[src/hdl/incdec_pkg.sv]
// ----------------------------------------------------------------------------
// incdec_pkg
// Shared types, register codes and decode helpers for the increment and
// decrement instruction unit.
// ----------------------------------------------------------------------------
package incdec_pkg;

   // Register file entries kept in the word memory
   typedef enum logic [1:0] {
      ENT_BC,
      ENT_DE,
      ENT_A,
      ENT_SP
   } entry_type;

   localparam int unsigned RF_DEPTH = 4;

   // Request kinds
   typedef enum logic {
      REQ_EXEC,
      REQ_LOAD
   } req_kind_type;

   // Load selects
   localparam logic [3:0] SEL_B     = 4'd0;
   localparam logic [3:0] SEL_C     = 4'd1;
   localparam logic [3:0] SEL_D     = 4'd2;
   localparam logic [3:0] SEL_E     = 4'd3;
   localparam logic [3:0] SEL_H     = 4'd4;
   localparam logic [3:0] SEL_L     = 4'd5;
   localparam logic [3:0] SEL_FLAGS = 4'd6;
   localparam logic [3:0] SEL_A     = 4'd7;
   localparam logic [3:0] SEL_SP    = 4'd8;

   // Byte register codes in opcode bits 5:3
   localparam logic [2:0] CODE_B = 3'd0;
   localparam logic [2:0] CODE_C = 3'd1;
   localparam logic [2:0] CODE_D = 3'd2;
   localparam logic [2:0] CODE_E = 3'd3;
   localparam logic [2:0] CODE_H = 3'd4;
   localparam logic [2:0] CODE_L = 3'd5;
   localparam logic [2:0] CODE_M = 3'd6;
   localparam logic [2:0] CODE_A = 3'd7;

   // Register pair codes in opcode bits 5:4
   localparam logic [1:0] PAIR_BC = 2'd0;
   localparam logic [1:0] PAIR_DE = 2'd1;
   localparam logic [1:0] PAIR_HL = 2'd2;
   localparam logic [1:0] PAIR_SP = 2'd3;

   // Opcode group patterns
   localparam logic [7:0] OP_BYTE_MASK  = 8'hC6;
   localparam logic [7:0] OP_BYTE_MATCH = 8'h04;
   localparam logic [7:0] OP_PAIR_MASK  = 8'hC7;
   localparam logic [7:0] OP_PAIR_MATCH = 8'h03;

   // Flag register constants
   localparam logic [7:0] FLAGS_RESET     = 8'h02;
   localparam logic [7:0] FLAGS_LOAD_MASK = 8'hD5;
   localparam logic [7:0] FLAGS_FIXED_SET = 8'h02;

   typedef struct packed {
      req_kind_type kind;
      logic [7:0]   opcode;
      logic [7:0]   mem_data;
      logic [3:0]   reg_select;
      logic [15:0]  load_value;
   } req_fields_type;

   typedef struct packed {
      logic        status;
      logic        mem_write;
      logic [7:0]  mem_wdata;
      logic [15:0] result_value;
      logic [15:0] hl_next;
      logic [7:0]  flags_next;
      logic        rf_we;
      logic [15:0] rf_wdata;
   } exec_type;

   function automatic logic is_byte_op(input logic [7:0] op);
      return (op & OP_BYTE_MASK) == OP_BYTE_MATCH;
   endfunction

   function automatic logic is_pair_op(input logic [7:0] op);
      return (op & OP_PAIR_MASK) == OP_PAIR_MATCH;
   endfunction

   // Memory entry touched by a transaction (BC when none is touched)
   function automatic entry_type entry_of(input req_fields_type rq);
      entry_type ent;
      ent = ENT_BC;
      if (rq.kind == REQ_LOAD) begin
         case (rq.reg_select)
            SEL_D, SEL_E: ent = ENT_DE;
            SEL_A:        ent = ENT_A;
            SEL_SP:       ent = ENT_SP;
            default:      ent = ENT_BC;
         endcase
      end else if (is_byte_op(rq.opcode)) begin
         case (rq.opcode[5:3])
            CODE_D, CODE_E: ent = ENT_DE;
            CODE_A:         ent = ENT_A;
            default:        ent = ENT_BC;
         endcase
      end else if (is_pair_op(rq.opcode)) begin
         case (rq.opcode[5:4])
            PAIR_DE: ent = ENT_DE;
            PAIR_SP: ent = ENT_SP;
            default: ent = ENT_BC;
         endcase
      end
      return ent;
   endfunction

endpackage

[src/hdl/incdec_if.sv]
// ----------------------------------------------------------------------------
// incdec_if
// Valid/ready channels for requests and responses of the instruction unit.
// ----------------------------------------------------------------------------
interface incdec_req_if;
   logic        valid;
   logic        ready;
   logic        req_type;
   logic [7:0]  req_opcode;
   logic [7:0]  req_mem_data;
   logic [3:0]  req_reg_select;
   logic [15:0] req_load_value;

   modport source (
      output valid, req_type, req_opcode, req_mem_data, req_reg_select, req_load_value,
      input  ready
   );
   modport sink (
      input  valid, req_type, req_opcode, req_mem_data, req_reg_select, req_load_value,
      output ready
   );
endinterface

interface incdec_rsp_if;
   logic        valid;
   logic        ready;
   logic        rsp_status;
   logic        rsp_mem_write;
   logic [15:0] rsp_mem_addr;
   logic [7:0]  rsp_mem_wdata;
   logic [7:0]  rsp_flags_out;
   logic [15:0] rsp_result_value;

   modport source (
      output valid, rsp_status, rsp_mem_write, rsp_mem_addr, rsp_mem_wdata,
             rsp_flags_out, rsp_result_value,
      input  ready
   );
   modport sink (
      input  valid, rsp_status, rsp_mem_write, rsp_mem_addr, rsp_mem_wdata,
             rsp_flags_out, rsp_result_value,
      output ready
   );
endinterface

[src/hdl/incdec_rf.sv]
// ----------------------------------------------------------------------------
// incdec_rf
// Word register file (BC, DE, A, SP): one write port, one registered read
// port. Entries read as zero until first written after reset.
// ----------------------------------------------------------------------------
module incdec_rf (
   input  logic                  clock,
   input  logic                  reset,
   input  logic                  rd_en,
   input  incdec_pkg::entry_type rd_addr,
   output logic [15:0]           rd_data,
   input  logic                  wr_en,
   input  incdec_pkg::entry_type wr_addr,
   input  logic [15:0]           wr_data
);
   import incdec_pkg::*;

   logic [15:0]         mem [RF_DEPTH];
   logic [RF_DEPTH-1:0] written_ff;
   logic [RF_DEPTH-1:0] written_in;
   logic [15:0]         rd_word_ff;
   logic                rd_written_ff;

   // Write port and registered read (read returns the old word on a collision)
   always_ff @(posedge clock) begin
      if (wr_en) begin
         mem[wr_addr] <= wr_data;
      end
      if (rd_en) begin
         rd_word_ff <= mem[rd_addr];
      end
   end

   // Track written entries so the array needs no clearing pass
   always_comb begin
      written_in = written_ff;
      if (wr_en) begin
         written_in[wr_addr] = 1'b1;
      end
   end

   always_ff @(posedge clock) begin
      if (reset) begin
         written_ff    <= '0;
         rd_written_ff <= 1'b0;
      end else begin
         written_ff <= written_in;
         if (rd_en) begin
            rd_written_ff <= written_ff[rd_addr];
         end
      end
   end

   assign rd_data = rd_written_ff ? rd_word_ff : 16'h0000;

endmodule

[src/hdl/incdec_alu.sv]
// ----------------------------------------------------------------------------
// incdec_alu
// Execute stage: decodes a transaction, adds or subtracts one on a byte or a
// pair or loads one register, builds the flag byte and the register file write-back.
// ----------------------------------------------------------------------------
module incdec_alu (
   input  incdec_pkg::req_fields_type rq,
   input  logic [15:0]                operand,
   input  logic [15:0]                hl,
   input  logic [7:0]                 flags,
   output incdec_pkg::exec_type       ex
);
   import incdec_pkg::*;

   logic [2:0]  code;
   logic        byte_dec;
   logic [7:0]  src8;
   logic [7:0]  res8;
   logic        aux_carry;
   logic [7:0]  byte_flags;
   logic [1:0]  pair;
   logic [15:0] cur16;
   logic [15:0] res16;
   logic [7:0]  load8;

   assign code     = rq.opcode[5:3];
   assign byte_dec = rq.opcode[0];
   assign pair     = rq.opcode[5:4];
   assign load8    = rq.load_value[7:0];

   // Select the byte operand
   always_comb begin
      case (code)
         CODE_B, CODE_D: src8 = operand[15:8];
         CODE_H:         src8 = hl[15:8];
         CODE_L:         src8 = hl[7:0];
         CODE_M:         src8 = rq.mem_data;
         default:        src8 = operand[7:0];
      endcase
   end

   // Byte increment or decrement with nibble carry or borrow
   assign res8       = byte_dec ? (src8 - 8'd1) : (src8 + 8'd1);
   assign aux_carry  = byte_dec ? (src8[3:0] == 4'h0) : (src8[3:0] == 4'hF);
   assign byte_flags = {res8[7], (res8 == 8'h00), 1'b0, aux_carry, 1'b0, ~^res8, 1'b1,
                        flags[0]};

   // Pair increment or decrement, wrapping at 16 bits
   assign cur16 = (pair == PAIR_HL) ? hl : operand;
   assign res16 = rq.opcode[3] ? (cur16 - 16'd1) : (cur16 + 16'd1);

   // Build write-back and response
   always_comb begin
      ex            = '0;
      ex.hl_next    = hl;
      ex.flags_next = flags;
      ex.rf_wdata   = operand;
      if (rq.kind == REQ_LOAD) begin
         ex.result_value = {8'h00, load8};
         case (rq.reg_select)
            SEL_B, SEL_D: begin
               ex.rf_we    = 1'b1;
               ex.rf_wdata = {load8, operand[7:0]};
            end
            SEL_C, SEL_E: begin
               ex.rf_we    = 1'b1;
               ex.rf_wdata = {operand[15:8], load8};
            end
            SEL_H: ex.hl_next = {load8, hl[7:0]};
            SEL_L: ex.hl_next = {hl[15:8], load8};
            SEL_FLAGS: begin
               ex.flags_next   = (load8 & FLAGS_LOAD_MASK) | FLAGS_FIXED_SET;
               ex.result_value = {8'h00, (load8 & FLAGS_LOAD_MASK) | FLAGS_FIXED_SET};
            end
            SEL_A: begin
               ex.rf_we    = 1'b1;
               ex.rf_wdata = {8'h00, load8};
            end
            SEL_SP: begin
               ex.rf_we        = 1'b1;
               ex.rf_wdata     = rq.load_value;
               ex.result_value = rq.load_value;
            end
            default: begin
               ex.status       = 1'b1;
               ex.result_value = 16'h0000;
            end
         endcase
      end else if (is_byte_op(rq.opcode)) begin
         ex.flags_next   = byte_flags;
         ex.result_value = {8'h00, res8};
         case (code)
            CODE_B, CODE_D: begin
               ex.rf_we    = 1'b1;
               ex.rf_wdata = {res8, operand[7:0]};
            end
            CODE_C, CODE_E: begin
               ex.rf_we    = 1'b1;
               ex.rf_wdata = {operand[15:8], res8};
            end
            CODE_H: ex.hl_next = {res8, hl[7:0]};
            CODE_L: ex.hl_next = {hl[15:8], res8};
            CODE_M: begin
               ex.mem_write = 1'b1;
               ex.mem_wdata = res8;
            end
            default: begin
               ex.rf_we    = 1'b1;
               ex.rf_wdata = {8'h00, res8};
            end
         endcase
      end else if (is_pair_op(rq.opcode)) begin
         ex.result_value = res16;
         if (pair == PAIR_HL) begin
            ex.hl_next = res16;
         end else begin
            ex.rf_we    = 1'b1;
            ex.rf_wdata = res16;
         end
      end else begin
         ex.status = 1'b1;
      end
   end

endmodule

[src/hdl/incdec_instruction_unit_core.sv]
// ----------------------------------------------------------------------------
// incdec_instruction_unit_core
// Increment/decrement instruction unit with register load, on a kept
// register file.
// ----------------------------------------------------------------------------
// Usage:
//   req_bus carries one transaction: execute an opcode of the INR/DCR/INX/DCX
//   group, or load one register. rsp_bus returns exactly one response per
//   request, in order: status, memory write for INR M / DCR M, HL, flags and
//   the new destination value.
//   An accepted request is held in the execute stage, then in the response
//   register that drives rsp_bus. Throughput: one transaction per cycle while
//   rsp_bus is not stalled. The memory read port sets this: the register file
//   word is read at acceptance, returned registered, modified and written back;
//   a write from the transaction just before is forwarded to the next one.
//   Reset (synchronous, active high): B, C, D, E, H, L, A and SP read as zero,
//   the flag register holds 02h, both pipeline stages empty, and req_bus.ready
//   stays low while reset is high.
//   Stall: a held response keeps its value; the execute stage behind it still
//   holds one more transaction, then req_bus.ready drops until rsp_bus moves.
// ----------------------------------------------------------------------------
module incdec_instruction_unit_core (
   input logic          clock,
   input logic          reset,
   incdec_req_if.sink   req_bus,
   incdec_rsp_if.source rsp_bus
);
   import incdec_pkg::*;

   req_fields_type req_fields;
   logic           req_ready;
   logic           req_accept;
   logic           s1_fire;

   logic           s1_valid_ff;
   logic           s1_valid_in;
   req_fields_type s1_req_ff;
   entry_type      s1_entry_ff;

   logic [15:0]    rd_data;
   logic [15:0]    operand;
   exec_type       ex;

   logic [15:0]    hl_ff;
   logic [7:0]     flags_ff;

   logic           fwd_valid_ff;
   entry_type      fwd_addr_ff;
   logic [15:0]    fwd_data_ff;

   logic           rsp_valid_ff;
   logic           rsp_valid_in;
   logic           rsp_status_ff;
   logic           rsp_mem_write_ff;
   logic [15:0]    rsp_mem_addr_ff;
   logic [7:0]     rsp_mem_wdata_ff;
   logic [7:0]     rsp_flags_out_ff;
   logic [15:0]    rsp_result_value_ff;

   // Gather the request payload
   assign req_fields.kind       = req_kind_type'(req_bus.req_type);
   assign req_fields.opcode     = req_bus.req_opcode;
   assign req_fields.mem_data   = req_bus.req_mem_data;
   assign req_fields.reg_select = req_bus.req_reg_select;
   assign req_fields.load_value = req_bus.req_load_value;

   // Handshake: advance the execute stage when the output register frees up
   assign s1_fire       = s1_valid_ff && (!rsp_valid_ff || rsp_bus.ready);
   assign req_ready     = !reset && (!s1_valid_ff || s1_fire);
   assign req_accept    = req_bus.valid && req_ready;
   assign req_bus.ready = req_ready;

   // Register file: read on accept, write back on execute
   incdec_rf u_rf (
      .clock   (clock),
      .reset   (reset),
      .rd_en   (req_accept),
      .rd_addr (entry_of(req_fields)),
      .rd_data (rd_data),
      .wr_en   (s1_fire && ex.rf_we),
      .wr_addr (s1_entry_ff),
      .wr_data (ex.rf_wdata)
   );

   // Forward the last write when it hit the entry being executed
   assign operand = (fwd_valid_ff && (fwd_addr_ff == s1_entry_ff)) ? fwd_data_ff : rd_data;

   incdec_alu u_alu (
      .rq      (s1_req_ff),
      .operand (operand),
      .hl      (hl_ff),
      .flags   (flags_ff),
      .ex      (ex)
   );

   // Stage valid flags
   always_comb begin
      if (req_accept) begin
         s1_valid_in = 1'b1;
      end else if (s1_fire) begin
         s1_valid_in = 1'b0;
      end else begin
         s1_valid_in = s1_valid_ff;
      end
      if (s1_fire) begin
         rsp_valid_in = 1'b1;
      end else if (rsp_bus.ready) begin
         rsp_valid_in = 1'b0;
      end else begin
         rsp_valid_in = rsp_valid_ff;
      end
   end

   // Control and architectural state
   always_ff @(posedge clock) begin
      if (reset) begin
         s1_valid_ff  <= 1'b0;
         rsp_valid_ff <= 1'b0;
         fwd_valid_ff <= 1'b0;
         hl_ff        <= 16'h0000;
         flags_ff     <= FLAGS_RESET;
      end else begin
         s1_valid_ff  <= s1_valid_in;
         rsp_valid_ff <= rsp_valid_in;
         if (s1_fire) begin
            fwd_valid_ff <= ex.rf_we;
            hl_ff        <= ex.hl_next;
            flags_ff     <= ex.flags_next;
         end
      end
   end

   // Payload registers: capture request, forwarding data and response
   always_ff @(posedge clock) begin
      if (req_accept) begin
         s1_req_ff   <= req_fields;
         s1_entry_ff <= entry_of(req_fields);
      end
      if (s1_fire) begin
         fwd_addr_ff         <= s1_entry_ff;
         fwd_data_ff         <= ex.rf_wdata;
         rsp_status_ff       <= ex.status;
         rsp_mem_write_ff    <= ex.mem_write;
         rsp_mem_addr_ff     <= ex.hl_next;
         rsp_mem_wdata_ff    <= ex.mem_wdata;
         rsp_flags_out_ff    <= ex.flags_next;
         rsp_result_value_ff <= ex.result_value;
      end
   end

   // Drive the response channel
   assign rsp_bus.valid            = rsp_valid_ff;
   assign rsp_bus.rsp_status       = rsp_status_ff;
   assign rsp_bus.rsp_mem_write    = rsp_mem_write_ff;
   assign rsp_bus.rsp_mem_addr     = rsp_mem_addr_ff;
   assign rsp_bus.rsp_mem_wdata    = rsp_mem_wdata_ff;
   assign rsp_bus.rsp_flags_out    = rsp_flags_out_ff;
   assign rsp_bus.rsp_result_value = rsp_result_value_ff;

`ifndef SYNTHESIS
   // Flag register always keeps bit 1 set and bits 3 and 5 clear
   a_flags_fixed: assert property (@(posedge clock) disable iff (reset)
      (flags_ff[1] == 1'b1) && (flags_ff[3] == 1'b0) && (flags_ff[5] == 1'b0))
      else $error("flag register lost its fixed bits");

   // A full execute stage behind a stalled response blocks new requests
   a_stall_blocks: assert property (@(posedge clock) disable iff (reset)
      (s1_valid_ff && rsp_valid_ff && !rsp_bus.ready) |-> !req_bus.ready)
      else $error("request accepted while the pipeline is full and stalled");

   // A pending memory write targets the current HL pair
   a_mem_addr_hl: assert property (@(posedge clock) disable iff (reset)
      (rsp_valid_ff && rsp_mem_write_ff) |-> (rsp_mem_addr_ff == hl_ff))
      else $error("memory write address differs from HL");

   // A rejected transaction changes nothing it reports
   a_status_clean: assert property (@(posedge clock) disable iff (reset)
      (rsp_valid_ff && rsp_status_ff) |->
         (!rsp_mem_write_ff && (rsp_result_value_ff == 16'h0000)))
      else $error("rejected transaction reports a result");
`endif

endmodule
[src/flat_wrapper.sv]
// flat-port wrapper written by rule: the top's interface ports become plain ports
module incdec_instruction_unit_core_flat import incdec_pkg::*;
  (clock, reset, req_bus_valid, req_bus_req_type, req_bus_req_opcode, req_bus_req_mem_data, req_bus_req_reg_select, req_bus_req_load_value, req_bus_ready, rsp_bus_valid, rsp_bus_rsp_status, rsp_bus_rsp_mem_write, rsp_bus_rsp_mem_addr, rsp_bus_rsp_mem_wdata, rsp_bus_rsp_flags_out, rsp_bus_rsp_result_value, rsp_bus_ready);
  incdec_req_if req_bus_i ();
  incdec_rsp_if rsp_bus_i ();
  input logic clock;
  input logic reset;
  input wire logic [$bits(req_bus_i.valid)-1:0] req_bus_valid;
  input wire logic [$bits(req_bus_i.req_type)-1:0] req_bus_req_type;
  input wire logic [$bits(req_bus_i.req_opcode)-1:0] req_bus_req_opcode;
  input wire logic [$bits(req_bus_i.req_mem_data)-1:0] req_bus_req_mem_data;
  input wire logic [$bits(req_bus_i.req_reg_select)-1:0] req_bus_req_reg_select;
  input wire logic [$bits(req_bus_i.req_load_value)-1:0] req_bus_req_load_value;
  output wire logic [$bits(req_bus_i.ready)-1:0] req_bus_ready;
  output wire logic [$bits(rsp_bus_i.valid)-1:0] rsp_bus_valid;
  output wire logic [$bits(rsp_bus_i.rsp_status)-1:0] rsp_bus_rsp_status;
  output wire logic [$bits(rsp_bus_i.rsp_mem_write)-1:0] rsp_bus_rsp_mem_write;
  output wire logic [$bits(rsp_bus_i.rsp_mem_addr)-1:0] rsp_bus_rsp_mem_addr;
  output wire logic [$bits(rsp_bus_i.rsp_mem_wdata)-1:0] rsp_bus_rsp_mem_wdata;
  output wire logic [$bits(rsp_bus_i.rsp_flags_out)-1:0] rsp_bus_rsp_flags_out;
  output wire logic [$bits(rsp_bus_i.rsp_result_value)-1:0] rsp_bus_rsp_result_value;
  input wire logic [$bits(rsp_bus_i.ready)-1:0] rsp_bus_ready;
  assign req_bus_i.valid = req_bus_valid;
  assign req_bus_i.req_type = req_bus_req_type;
  assign req_bus_i.req_opcode = req_bus_req_opcode;
  assign req_bus_i.req_mem_data = req_bus_req_mem_data;
  assign req_bus_i.req_reg_select = req_bus_req_reg_select;
  assign req_bus_i.req_load_value = req_bus_req_load_value;
  assign req_bus_ready = req_bus_i.ready;
  assign rsp_bus_valid = rsp_bus_i.valid;
  assign rsp_bus_rsp_status = rsp_bus_i.rsp_status;
  assign rsp_bus_rsp_mem_write = rsp_bus_i.rsp_mem_write;
  assign rsp_bus_rsp_mem_addr = rsp_bus_i.rsp_mem_addr;
  assign rsp_bus_rsp_mem_wdata = rsp_bus_i.rsp_mem_wdata;
  assign rsp_bus_rsp_flags_out = rsp_bus_i.rsp_flags_out;
  assign rsp_bus_rsp_result_value = rsp_bus_i.rsp_result_value;
  assign rsp_bus_i.ready = rsp_bus_ready;
  incdec_instruction_unit_core u_core (.clock(clock), .reset(reset), .req_bus(req_bus_i), .rsp_bus(rsp_bus_i));
endmodule
[config.mk]
export PLATFORM = sky130hd
export DESIGN_NAME = incdec_instruction_unit_core_flat
export DESIGN_NICKNAME = d
export VERILOG_FILES = /design/src/hdl/incdec_pkg.sv /design/src/hdl/incdec_if.sv /design/src/hdl/incdec_rf.sv /design/src/hdl/incdec_alu.sv /design/src/hdl/incdec_instruction_unit_core.sv /design/src/flat_wrapper.sv
export SDC_FILE = /design/constraint.sdc
export NUM_CORES = 1
export LEC_CHECK = 0
export BUFFER_PORTS_ARGS = -buffer_cell sky130_fd_sc_hd__buf_2
export CAP_MARGIN = 20
export CORE_ASPECT_RATIO = 0.5
export CORE_MARGIN = 3
export CORE_UTILIZATION = 60
export DETAILED_ROUTE_END_ITERATION = 8
export MAX_ROUTING_LAYER = met4
export PLACE_DENSITY_LB_ADDON = 0.3
export SYNTH_ARGS = -nofsm -noshare
export SYNTH_HDL_FRONTEND = slang
export SYNTH_SLANG_ARGS = --single-unit
[constraint.sdc]
create_clock -name clock -period 5.45 [get_ports clock]
set_input_delay 0 -clock clock [delete_from_list [all_inputs] [get_ports clock]]
set_output_delay 0 -clock clock [all_outputs]
set_load 0.02 [all_outputs]
==> flow_summary.toml <==
[place]
portBuffers = 92
gp_congestion = 1.081
dp.cells = 1346
placed_area_um2 = 12090
dp_hpwl_um = 25430
place_ws_ps = 683.7

[floorplanning]
fp.dieW_um = 199.9
rows = 34
die_y_um = 103.0
die_area_um2 = 20580
top_level_ports = 93
core_um2 = 17910
start_util_pct = 62.99

[worst_setup_path]
critPathMaxFanout = 14
critical_path_class = "register to register"
arrival_ps = 5230
startpoint_type = "register"
rrSetupSlack_ps = 420
end_kind = "register"
r2r_start = "u_core.s1_entry_ff[1]"
cp.required_ps = 5650
critPathLaunch = "u_core.s1_entry_ff[1]"

[final_layout]
drive_gt1_share_pct = 17.35
fin_area_um2 = 13110
fill_cells = 1204
nets = 1223
areaGrowthSynthToFinish_pct = 16.23
fin_cells = 1423

[routing]
avgViaCountPerCell = 6.732
drcViolationCount = 0
drtIter0Drc = 1363
num_vias = 9579
wl_um = 37200
ant_nets = 0
dr.pass1.iters = 6
wl_per_cell_um = 26.14

[logic_synthesis]
synth_flop_cell = "edfxtp_1"
ys.warnings.count = 0
synth_seq_area_share_pct = 55.46
ys_types = 77
synth_area_um2 = 11280
synth_edf_count = 187
netlist_instances = 1033
synth.avg_cell_area_um2 = 10.92
synth-seq-cells = 219
synth_nets = 1099
async_reset_ff_share_pct = 0

[global_routing]
use_met3_pct = 8.717
grt_pass1_wl_um = 55230
gr-total-overflow = 0
grt_pass1_vias = 9071
use_met2_pct = 56.63
grt_max_degree = 69
antenna_found_initial = 0
met1_usage_pct = 52.00
grt_busiest_layer = "met2"
grtUsageTotal_pct = 37.72

[power]
pwr_density_cell_nw_per_um2 = 293.1
p_sw_share_pct = 27.16
p_switching_uw = 1044
finalPower_uw = 3843
p_int_uw = 2799
power.share.clock_pct = 34.4
p_leak_uw = 0.004923
p_seq_share_pct = 50.2
vdd_drop_max_v = 0.0003486
comb_power_share_pct = 15.4

[clock_network]
ctsResizeCount = 0
cts.path.max_buffers = 3
cts.sinks = 219
cts_tree = "built"
cts_max_level = 1
clk_pin_slew_ps = 70
root_buffer = "clkbuf_16"
numCtsBuffers = 19
worst_skew_pair.late_latency_ps = 520

[sta]
worstMarginPinSlew_ps = 1176
skew_ps = 15.71
period_needed_ps = 5028
finalSetupTns_ps = 0
max_freq_mhz = 198.9
fin_ws_ps = 421.6
slew_headroom_pct = 20.76
hold_viol = 0
setup_viol = 0
rsz0062_at_grt = "false"
period_share_pct = 92.26
maxSlewViolCount = 0

[hold_path]
hold_start = "reset"
worstHoldPathType = "input pin to register"

[run]
cap_violations = 0

[run_status]
status = "finished clean"
Yosys cell counts, types with 9 or more instances:
cell	instances	share of area, %
inv_1	21	0.70
xnor2_1	21	1.6
a31oi_1	14	0.78
o21a_1	10	0.67
edfxtp_1	187	50
ha_1	23	2.6
a22oi_1	22	1.5
nand2_1	100	3.3
dfxtp_1	32	5.7
a21o_1	16	1.1
nand4_1	9	0.50
nand3_1	13	0.58
mux2_2	24	2.4
mux2i_1	27	2.4
o211ai_1	11	0.73
clkbuf_1	49	1.6
nor2_1	105	3.5
nand2b_1	14	0.78
and3_1	9	0.50
a21oi_1	97	4.3
and2_1	9	0.50
nor3_1	10	0.44
o21ai_0	63	2.8
o22ai_1	13	0.72
flip-flops by register name, summed over array words and instances, names as in the netlist:
register and flops:
u_core.rsp_bus.rsp_mem_wdata 8, u_core.s1_entry_ff 2, u_core.fwd_valid_ff 1, u_core.rsp_bus.rsp_mem_addr 16, u_core.u_rf.written_ff 4, u_core.fwd_data_ff 16
u_core.u_rf.rd_word_ff 16, u_core.rsp_bus.rsp_mem_write 1, u_core.u_rf.mem 64, u_core.fwd_addr_ff 2, u_core.rsp_bus.rsp_status 1, u_core.hl_ff 16
u_core.rsp_bus.rsp_flags_out 8, u_core.rsp_bus.valid 1, u_core.u_rf.rd_written_ff 1, u_core.rsp_bus.rsp_result_value 16, u_core.flags_ff 8, u_core.s1_valid_ff 1
u_core.s1_req_ff 37
path summary, 6_finish.rpt:
kind / depth (start not counted) / to
max reg2reg: 16 / u_core.u_rf.mem[0][15]
min: 2 / u_core.hl_ff[5]
max: 16 / u_core.u_rf.mem[0][15]
min reg2reg: 1 / u_core.flags_ff[1]
cell families after synthesis:
kind of cell | synth area share [%]
muxes | 4.891
xor gates and xnor gates | 2.740
adders and majority gates | 2.906
AOI/OAI and AO/OA | 18.52
DFF | 55.46
buffers and inverters | 2.873
and+or+nand+nor | 12.61
placed cells by master (no fill, tap or decap), types with 7 or more instances in the layout:
cell type	count
xnor2_1	21
o211ai_1	11
nor2_1	105
nand4_1	9
a21o_1	16
mux2_2	24
ha_1	23
and3_1	9
a32o_1	7
edfxtp_1	187
mux2i_1	27
nand2_1	100
o21ai_0	63
a21oi_1	97
buf_4	28
dfxtp_1	32
a31oi_1	14
dlygate4sd3_1	41
o22ai_1	13
nand2b_1	14
inv_1	21
a221o_1	8
clkbuf_16	20
a22oi_1	22
buf_2	92
o21a_1	10
xor2_1	8
nand3_1	13
and2_1	8
per-layer routing:
layer	up-vias	wire length, um
met5	-	0
met4	0	1405
met3	141	4580
met2	706	15680
met1	4575	15530
li1	4157	-
layout make-up:
type	instances	area [um2]	share of cell area (%)
clock inverter	7	41.29	0.3149
multi-input combinational	732	4761	36.31
clock buffer	27	546.8	4.170
sequential	219	6256	47.71
inverter	23	87.58	0.6680
antenna	1	2.502	0.01909
tap	252	315.3	2.405
timing repair buffer	162	1101	8.398
what timing repair did:
item / CTS / global route
setup buffers: 0 / 0
endpoints found under the hold margin: 39 / 0
hold buffers: 41 / 0
critical path, stage by stage, from the launching register on:
cell and delay (ps):
edfxtp_1 540, xnor2_1 220, buf_4 200, nand3_1 210
and3_1 280, a21oi_1 380, a21oi_1 140, ha_1 340
a21o_1 200, a21o_1 220, nor3b_1 170, o21ai_1 150
a41oi_1 360, o21ai_0 170, xnor2_1 360, a21oi_1 110
o21ai_0 650
through the flow:
| stage | util, % | hold WS (ps) |
|---|---|---|
| after floorplan | - | 81.54 |
| after global placement | 67.51 | 176.0 |
| after detailed placement | 67.51 | 178.1 |
| after CTS | 73.08 | 3.674 |
| after global routing | 73.19 | 18.66 |
| final | 73.21 | 11.74 |
power by group through the flow:
| stage | sequential (uW) | clock, uW | combinational [uW] |
|---|---|---|---|
| 2_1_floorplan | 1970 | 0 | 330 |
| 3_3_place_gp | 1960 | 0 | 528 |
| 3_5_place_dp | 1960 | 0 | 537 |
| 4_1_cts | 1920 | 1330 | 565 |
| 5_1_grt | 1930 | 1390 | 626 |
| 6_report | 1930 | 1320 | 592 |
Note: power is estimated with default switching activity, not from simulation.
